$ cat config.mk
export PLATFORM = sky130hd
export DESIGN_NAME = weighted_moving_average_core
export DESIGN_NICKNAME = d
export VERILOG_FILES = /design/src/rtl/wma_pkg.sv /design/src/rtl/wma_cell.sv /design/src/rtl/wma_divider.sv /design/src/rtl/weighted_moving_average_core.sv
export SDC_FILE = /design/constraint.sdc
export NUM_CORES = 2
export LEC_CHECK = 0
export BUFFER_PORTS_ARGS = -buffer_cell sky130_fd_sc_hd__buf_2
export CAP_MARGIN = 20
export CELL_PAD_IN_SITES_DETAIL_PLACEMENT = 0
export CELL_PAD_IN_SITES_GLOBAL_PLACEMENT = 1
export CORE_ASPECT_RATIO = 0.9
export CORE_MARGIN = 10
export CORE_UTILIZATION = 58
export CTS_BUF_LIST = sky130_fd_sc_hd__clkbuf_16
export DETAILED_ROUTE_END_ITERATION = 6
export PLACE_DENSITY_LB_ADDON = 0.2
export SLEW_MARGIN = 10
export SYNTH_ARGS = -nofsm -noshare
export SYNTH_HDL_FRONTEND = slang
export SYNTH_SLANG_ARGS = --single-unit
$ cat constraint.sdc
create_clock -name clk -period 69.4 [get_ports clk]
set_clock_uncertainty 0.2 [all_clocks]
set_input_delay 13.88 -clock clk [delete_from_list [all_inputs] [get_ports clk]]
set_output_delay 13.88 -clock clk [all_outputs]
set_load 0.02 [all_outputs]
$ cat src/rtl/wma_pkg.sv
// shared types and constants for the weighted moving average core
// used by wma_divider, weighted_moving_average_core, wma_checker and the testbench
`default_nettype none

package wma_pkg;

  // fractional bits of the averaged result
  localparam int FRAC_BITS = 8;

  // window length after reset
  localparam int WINDOW_RESET = 8;

  typedef enum logic [1:0] {
    DIV_IDLE,
    DIV_RUN,
    DIV_DONE
  } wma_div_state_t;

  typedef struct packed {
    logic busy;
    logic done;
  } wma_div_status_t;

endpackage

`default_nettype wire

$ cat src/rtl/wma_cell.sv
// one cell of the sample delay chain
// depends on nothing but its neighbors in the chain
`default_nettype none

module wma_cell #(
  parameter int SAMPLE_BITS = 16
) (
  input  wire logic                   clk,
  input  wire logic                   shift,
  input  wire logic                   load,
  input  wire logic [SAMPLE_BITS-1:0] sample_in,
  input  wire logic [SAMPLE_BITS-1:0] upper,
  output logic      [SAMPLE_BITS-1:0] data
);

  // the cell at the window's far end takes the new sample, the rest move down
  always_ff @(posedge clk) begin
    if (shift) begin
      data <= load ? sample_in : upper;
    end
  end

endmodule

`default_nettype wire

$ cat src/rtl/wma_divider.sv
// signed by unsigned restoring divider, one quotient bit per cycle
// quotient truncated toward zero; uses wma_pkg
`default_nettype none

module wma_divider import wma_pkg::*; #(
  parameter int NUM_BITS = 36,
  parameter int DEN_BITS = 12,
  parameter int Q_BITS   = 24
) (
  input  wire logic                       clk,
  input  wire logic                       rst,
  input  wire logic                       start,
  input  wire logic signed [NUM_BITS-1:0] numer,
  input  wire logic        [DEN_BITS-1:0] denom,
  input  wire logic                       take,
  output wma_div_status_t                 status,
  output logic             [Q_BITS-1:0]   quotient
);

  localparam int CNT_BITS = $clog2(NUM_BITS + 1);

  wma_div_state_t      state;
  wma_div_state_t      state_next;
  logic [DEN_BITS-1:0] rem;
  logic [NUM_BITS-1:0] quo;
  logic [DEN_BITS-1:0] den;
  logic                neg;
  logic [CNT_BITS-1:0] count;

  logic [DEN_BITS:0]   trial;
  logic                fits;
  logic [NUM_BITS-1:0] mag;
  logic [NUM_BITS-1:0] signed_quo;

  always_comb begin
    trial = {rem, quo[NUM_BITS-1]};
    fits  = trial >= {1'b0, den};
    mag   = numer[NUM_BITS-1] ? (~numer + NUM_BITS'(1)) : numer;
  end

  always_comb begin
    state_next = state;
    unique case (state)
      DIV_IDLE: if (start) state_next = DIV_RUN;
      DIV_RUN:  if (count == CNT_BITS'(1)) state_next = DIV_DONE;
      DIV_DONE: if (take) state_next = DIV_IDLE;
      default:  state_next = DIV_IDLE;
    endcase
  end

  always_ff @(posedge clk) begin
    if (rst) begin
      state <= DIV_IDLE;
    end else begin
      state <= state_next;
    end
  end

  always_ff @(posedge clk) begin
    if (state == DIV_IDLE && start) begin
      rem   <= '0;
      quo   <= mag;
      den   <= denom;
      neg   <= numer[NUM_BITS-1];
      count <= CNT_BITS'(NUM_BITS);
    end else if (state == DIV_RUN) begin
      rem   <= fits ? DEN_BITS'(trial - {1'b0, den}) : DEN_BITS'(trial);
      quo   <= {quo[NUM_BITS-2:0], fits};
      count <= count - CNT_BITS'(1);
    end
  end

  always_comb begin
    signed_quo  = neg ? (~quo + NUM_BITS'(1)) : quo;
    quotient    = signed_quo[Q_BITS-1:0];
    status.busy = state != DIV_IDLE;
    status.done = state == DIV_DONE;
  end

endmodule

`default_nettype wire

$ cat src/rtl/weighted_moving_average_core.sv
// results: an item that completes a window starts the bit-serial divider, and its
// quotient goes out through the output register; other items give no result
// throughput: one item per cycle while the divider is idle; after an item with a result
// s_tready stays low until the divider's quotient has moved to the output register
// reset: synchronous, clears sums, fill count, divider and output valid flag;
// window length returns to 8, the delay chain is left as it was
`default_nettype none

module weighted_moving_average_core import wma_pkg::*; #(
  parameter int WINDOW_MAX  = 64,
  parameter int SAMPLE_BITS = 16
) (
  input  wire logic clk,
  input  wire logic rst,
  // configuration: window_length
  input  wire logic                                   cfg_wen,
  input  wire logic [$clog2(WINDOW_MAX+1)-1:0]        cfg_wdata,
  // tdata: sample
  input  wire logic [((SAMPLE_BITS+7)/8)*8-1:0]       s_tdata,
  // tuser: start_of_series
  input  wire logic                                   s_tuser,
  input  wire logic                                   s_tvalid,
  output logic                                        s_tready,
  // tdata: average
  output logic [((SAMPLE_BITS+FRAC_BITS+7)/8)*8-1:0]  m_tdata,
  output logic                                        m_tvalid,
  input  wire logic                                   m_tready
);

  localparam int WL_BITS      = $clog2(WINDOW_MAX + 1);
  localparam int DEN_MAX      = WINDOW_MAX * (WINDOW_MAX + 1) / 2;
  localparam int DEN_BITS     = $clog2(DEN_MAX + 1);
  localparam int T_BITS       = SAMPLE_BITS + $clog2(DEN_MAX);
  localparam int S_BITS       = SAMPLE_BITS + $clog2(WINDOW_MAX);
  localparam int AVG_BITS     = SAMPLE_BITS + FRAC_BITS;
  localparam int NUM_BITS     = T_BITS + FRAC_BITS;
  localparam int M_TDATA_BITS = ((AVG_BITS + 7) / 8) * 8;
  localparam int W_RESET      = (WINDOW_RESET > WINDOW_MAX) ? WINDOW_MAX : WINDOW_RESET;

  logic [WL_BITS-1:0]          win;
  logic [WINDOW_MAX-1:0]       tap;
  logic [WL_BITS-1:0]          win_next;
  logic signed [T_BITS-1:0]    wsum;
  logic signed [S_BITS-1:0]    psum;
  logic [WL_BITS-1:0]          fill;
  logic [AVG_BITS-1:0]         avg;

  logic                        in_xfer;
  logic signed [SAMPLE_BITS-1:0] x;
  logic signed [T_BITS-1:0]    wsum_cur;
  logic signed [S_BITS-1:0]    psum_cur;
  logic [WL_BITS-1:0]          fill_cur;
  logic signed [SAMPLE_BITS-1:0] oldest;
  logic signed [WL_BITS+SAMPLE_BITS:0] wx;
  logic signed [T_BITS-1:0]    wsum_next;
  logic signed [S_BITS-1:0]    psum_next;
  logic [WL_BITS-1:0]          fill_next;
  logic                        fire;
  logic [2*WL_BITS-1:0]        den_prod;
  logic [DEN_BITS-1:0]         den;
  logic                        take;
  wma_div_status_t             div_status;
  logic [AVG_BITS-1:0]         div_quo;
  logic [SAMPLE_BITS-1:0]      chain [WINDOW_MAX];

  // clamp the written window length into 1..WINDOW_MAX
  always_comb begin
    priority if (cfg_wdata == '0) begin
      win_next = WL_BITS'(1);
    end else if (cfg_wdata > WL_BITS'(WINDOW_MAX)) begin
      win_next = WL_BITS'(WINDOW_MAX);
    end else begin
      win_next = cfg_wdata;
    end
  end

  always_ff @(posedge clk) begin
    if (rst) begin
      win <= WL_BITS'(W_RESET);
      for (int i = 0; i < WINDOW_MAX; i++) begin
        tap[i] <= (i + 1) == W_RESET;
      end
    end else if (cfg_wen) begin
      win <= win_next;
      for (int i = 0; i < WINDOW_MAX; i++) begin
        tap[i] <= win_next == WL_BITS'(i + 1);
      end
    end
  end

  assign in_xfer = s_tvalid && s_tready;
  assign s_tready = !div_status.busy;
  assign x = $signed(s_tdata[SAMPLE_BITS-1:0]);

  // delay chain: new sample enters at the window's far end, oldest leaves at cell 0
  for (genvar i = 0; i < WINDOW_MAX; i++) begin : g_cell
    wma_cell #(
      .SAMPLE_BITS(SAMPLE_BITS)
    ) u_cell (
      .clk      (clk),
      .shift    (in_xfer),
      .load     (tap[i]),
      .sample_in(s_tdata[SAMPLE_BITS-1:0]),
      .upper    ((i == WINDOW_MAX - 1) ? s_tdata[SAMPLE_BITS-1:0] : chain[(i + 1) % WINDOW_MAX]),
      .data     (chain[i])
    );
  end

  always_comb begin
    wsum_cur  = s_tuser ? '0 : wsum;
    psum_cur  = s_tuser ? '0 : psum;
    fill_cur  = s_tuser ? '0 : fill;
    oldest    = (fill_cur >= win) ? $signed(chain[0]) : '0;
    wx        = $signed({1'b0, win}) * x;
    wsum_next = wsum_cur - T_BITS'(psum_cur) + T_BITS'(wx);
    psum_next = psum_cur + S_BITS'(x) - S_BITS'(oldest);
    fill_next = (fill_cur < win) ? fill_cur + WL_BITS'(1) : fill_cur;
    fire      = fill_next >= win;
    den_prod  = win * (win + WL_BITS'(1));
    den       = DEN_BITS'(den_prod >> 1);
  end

  always_ff @(posedge clk) begin
    if (rst || cfg_wen) begin
      wsum <= '0;
      psum <= '0;
      fill <= '0;
    end else if (in_xfer) begin
      wsum <= wsum_next;
      psum <= psum_next;
      fill <= fill_next;
    end
  end

  wma_divider #(
    .NUM_BITS(NUM_BITS),
    .DEN_BITS(DEN_BITS),
    .Q_BITS  (AVG_BITS)
  ) u_div (
    .clk     (clk),
    .rst     (rst),
    .start   (in_xfer && fire),
    .numer   ({wsum_next, FRAC_BITS'(0)}),
    .denom   (den),
    .take    (take),
    .status  (div_status),
    .quotient(div_quo)
  );

  // output register frees the divider while a result waits
  assign take = div_status.done && (!m_tvalid || m_tready);

  always_ff @(posedge clk) begin
    if (rst) begin
      m_tvalid <= 1'b0;
    end else if (take) begin
      m_tvalid <= 1'b1;
    end else if (m_tready) begin
      m_tvalid <= 1'b0;
    end
  end

  always_ff @(posedge clk) begin
    if (take) begin
      avg <= div_quo;
    end
  end

  assign m_tdata = M_TDATA_BITS'(avg);

endmodule

`default_nettype wire

==> impl_metrics.json <==
{
  "status": "completed",
  "die_y_um": 331,
  "min_period_over_period": 0.293,
  "worstPathArrival_ps": 20620,
  "synth_nets": 4814,
  "grt_overflow": 0,
  "drcViolationCount": 0,
  "synth_edf_count": 1097,
  "intPower_uw": 1560,
  "clockBufferDepth": 3,
  "p_seq_frac": 0.421,
  "cts.sinks": 1245,
  "ys_top_cells_by_area": "edfxtp_1 53%, mux2_2 18%, fa_1 5.9%",
  "nets": 4741,
  "power_uw": 2240,
  "place_congestion": 0.858,
  "synth_common_cells": "1,097 x edfxtp_1, 1,010 x mux2_2, 309 x inv_1",
  "synth_top_area_frac": 0.528,
  "htree_levels": 4,
  "postRouteAntennaNets": 0,
  "r2r_end": "u_div.quo[32]",
  "required_ps": 69660,
  "drt-total-wl_um": 125000,
  "grt_pass1_vias": 33812,
  "cp-end-kind": "flop",
  "p_comb_frac": 0.280,
  "seq_area_frac_synth": 0.575,
  "holdBufCountCts": 0,
  "layout-drive-gt1-share": 0.300,
  "cp_cell_sequence": "buf_2 > buf_4 > nand2_1 > fa_1 > inv_1 > fa_1 > fa_1 > fa_1 > inv_1 > fa_1 > inv_1 > ha_1 > nand2_1 > nor4_4 > nor3_2 > o41ai_2 > xnor2_1 > o2111ai_1 > nor4_1 > a31oi_1 > xnor2_1 > o21ai_1",
  "io_pins": 55,
  "path_clk_slew_ps": 50,
  "worstSetupPathType": "primary input to flop",
  "clock_latency_ps": 740,
  "synth.distinct_cells": 90,
  "ys_ff_latch": 1245,
  "n_fill_cell": 7905,
  "route.vias.total": 34056,
  "cts_buffers": 131,
  "wire_per_inst_um": 21.1,
  "cp_max_fo": 38,
  "fp-row-count": 114,
  "multi_input_area_um2": 24200,
  "reg2regPathDepth": 21,
  "drtIter0Drc": 2991,
  "die_x_um": 366,
  "io_buffers": 54,
  "core-area_um2": 107000,
  "syn-cell-area_um2": 62400,
  "post_cts_resized": 0,
  "hold_viol": 0,
  "p_leak_uw": 0.0248,
  "viasPerCell": 5.73,
  "async_reset_ff_frac": 0,
  "grt_pass1_wl_um": 200000,
  "syn_area_per_cell_um2": 14.0,
  "hold_end": "psum[16]",
  "grt_max_degree": 191,
  "cp_slowest_stage_delay_ps": 680,
  "yosysMostFrequentCell": "edfxtp_1",
  "worstReg2RegStart": "win[5]",
  "setup_viol": 0,
  "ys.flop_type": "edfxtp_1",
  "drv_cap": 0,
  "synth_cells": 4453,
  "ys_warn_count": 0,
  "peakVddDrop_uv": 28.7,
  "area_growth_pct": 8.82,
  "hp-class": "flop to flop",
  "rsz0062_at_grt": "false",
  "worst_path_most_repeated_cell": "fa_1",
  "r2r_slack_ps": 62000,
  "synth_area_leader_cell": "edfxtp_1",
  "post-cts-setup-buffer-count": 0,
  "p_switching_uw": 687,
  "switching_share": 0.306,
  "worstMarginPinSlew_ps": 1240,
  "slew_headroom": 0.164,
  "cpMaxStageDelayCell": "buf_2",
  "worst_path_dominant_cell_family": "adder cells",
  "hold_depth": 2,
  "slew_viol_final": 0,
  "fin_setup_tns_ps": 0,
  "finalCriticalPeriod_ps": 20360,
  "die-area_um2": 121000,
  "initial_core_util": 0.583,
  "dr.pass1.iters": 7,
  "grt_use_total": 0.206,
  "powerDensity_nw_per_um2": 33.0,
  "clkPwrFrac": 0.299,
  "cts_tree": "built",
  "dpl.hpwl_um": 78000,
  "critical_path_buf_inv_count": 5,
  "clockRootBuffer": "clkbuf_16",
  "grt_antenna_before_repair": 16,
  "register_area_um2": 35900,
  "startpoint_type": "primary input",
  "min-delay-start": "psum[16]",
  "fmaxAchievable_mhz": 49.1
}
==> cells by family (layout without fill, tap and decap cells) <==
| family | count (synthesis) | count (layout) | synth area share |
|---|---|---|---|
| flops | 1245 | 1245 | 0.575 |
| mux | 1028 | 1028 | 0.185 |
| simple gates | 716 | 716 | 0.0557 |
| buf+inv | 631 | 663 | 0.0383 |
| compound gates | 381 | 381 | 0.0405 |
| fa+ha+maj | 332 | 332 | 0.0885 |
| xor+xnor | 120 | 120 | 0.0170 |
| other cells | 0 | 4 | 0 |
==> metal layers <==
metal | vias up | GRT usage | routed length [um]
met1 | 17280 | 0.304 | 58700
met5 | - | 0 | 115
met3 | 170 | 0.0507 | 8240
li1 | 15805 | - | -
met2 | 783 | 0.307 | 56100
met4 | 18 | 0.0469 | 2060
==> power by group through the flow <==
stage,sequential [uW],combinational (uW),clock [uW]
floorplan,1020,504,0
global placement,958,618,0
detailed placement,960,625,0
CTS,946,629,687
global route,953,707,715
finish,945,629,671
==> tightest hold or removal path, stage by stage, from the launching register on <==
cell and delay [ps]:
dfxtp_1 310, nand2_1 50, a21oi_1 50
==> registers in the layout, indices dropped and copies added (netlist names), 7 cells and up <==
| signal | cells |
|---|---|
| m_tdata | 24 |
| tap | 63 |
| u_div.rem | 12 |
| u_div.den | 12 |
| wsum | 28 |
| psum | 22 |
| g_cell.u_cell.data | 1024 |
| win | 7 |
| fill | 7 |
| u_div.quo | 36 |
==> how the worst max path moves through the flow <==
| stage | slack (ps) | endpoint | cells past startpoint | start |
|---|---|---|---|---|
| 6_report | 49040 | u_div.quo[32] | 22 | s_tdata[4] |
| 5_1_grt | 48610 | u_div.quo[30] | 24 | s_tdata[4] |
| 4_1_cts | 49100 | u_div.quo[32] | 22 | s_tdata[4] |
| 3_5_place_dp | 48330 | u_div.quo[32] | 22 | s_tdata[4] |
| 3_3_place_gp | 48340 | u_div.quo[32] | 22 | s_tdata[4] |
| 2_1_floorplan | 25270 | fill[0] | 5 | s_tvalid |
==> metrics by stage <==
step                      setup WS (ps)  utilization  std cells  area (um2)  hold WS, ps
final                             49040        0.634       5939       68000          251
after detailed placement          48330        0.595       5692       63700          243
after floorplan                   25270            -       4453       62400          232
after global routing              48610        0.634       5937       68000          275
after CTS                         49100        0.634       5930       67900          251
after global placement            48340        0.595       5692       63700          238
==> placed cells by master, fill, tap and decap left out, drive strengths merged, types with 9 or more instances in the layout <==
cell type	synthesis	final
a211oi	22	22
a21o	17	17
a21oi	102	102
a22o	42	42
a31oi	10	10
and2	23	23
and3	10	10
buf	45	111
clkbuf	274	138
clkinv	3	54
dfxtp	148	148
edfxtp	1097	1097
fa	183	183
ha	149	149
inv	309	350
mux2	1010	1010
mux2i	18	18
nand2	241	241
nand2b	92	92
nand3	20	20
nand4	12	12
nor2	186	186
nor2b	45	45
nor3	42	42
nor4	9	9
o21a	10	10
o21ai	111	111
o21bai	9	9
o31ai	10	10
or3	12	12
xnor2	87	87
xor2	33	33
==> area by class of cell <==
type,instances,area share
diodes,4,0.000147
clock buffers,136,0.0501
clock inverters,102,0.0105
inverters,312,0.0173
multi-input cells,2577,0.356
flip-flops and latches,1245,0.528
well taps,1450,0.0267
repair buffers,113,0.0113
(Power assumes the default switching activity.)
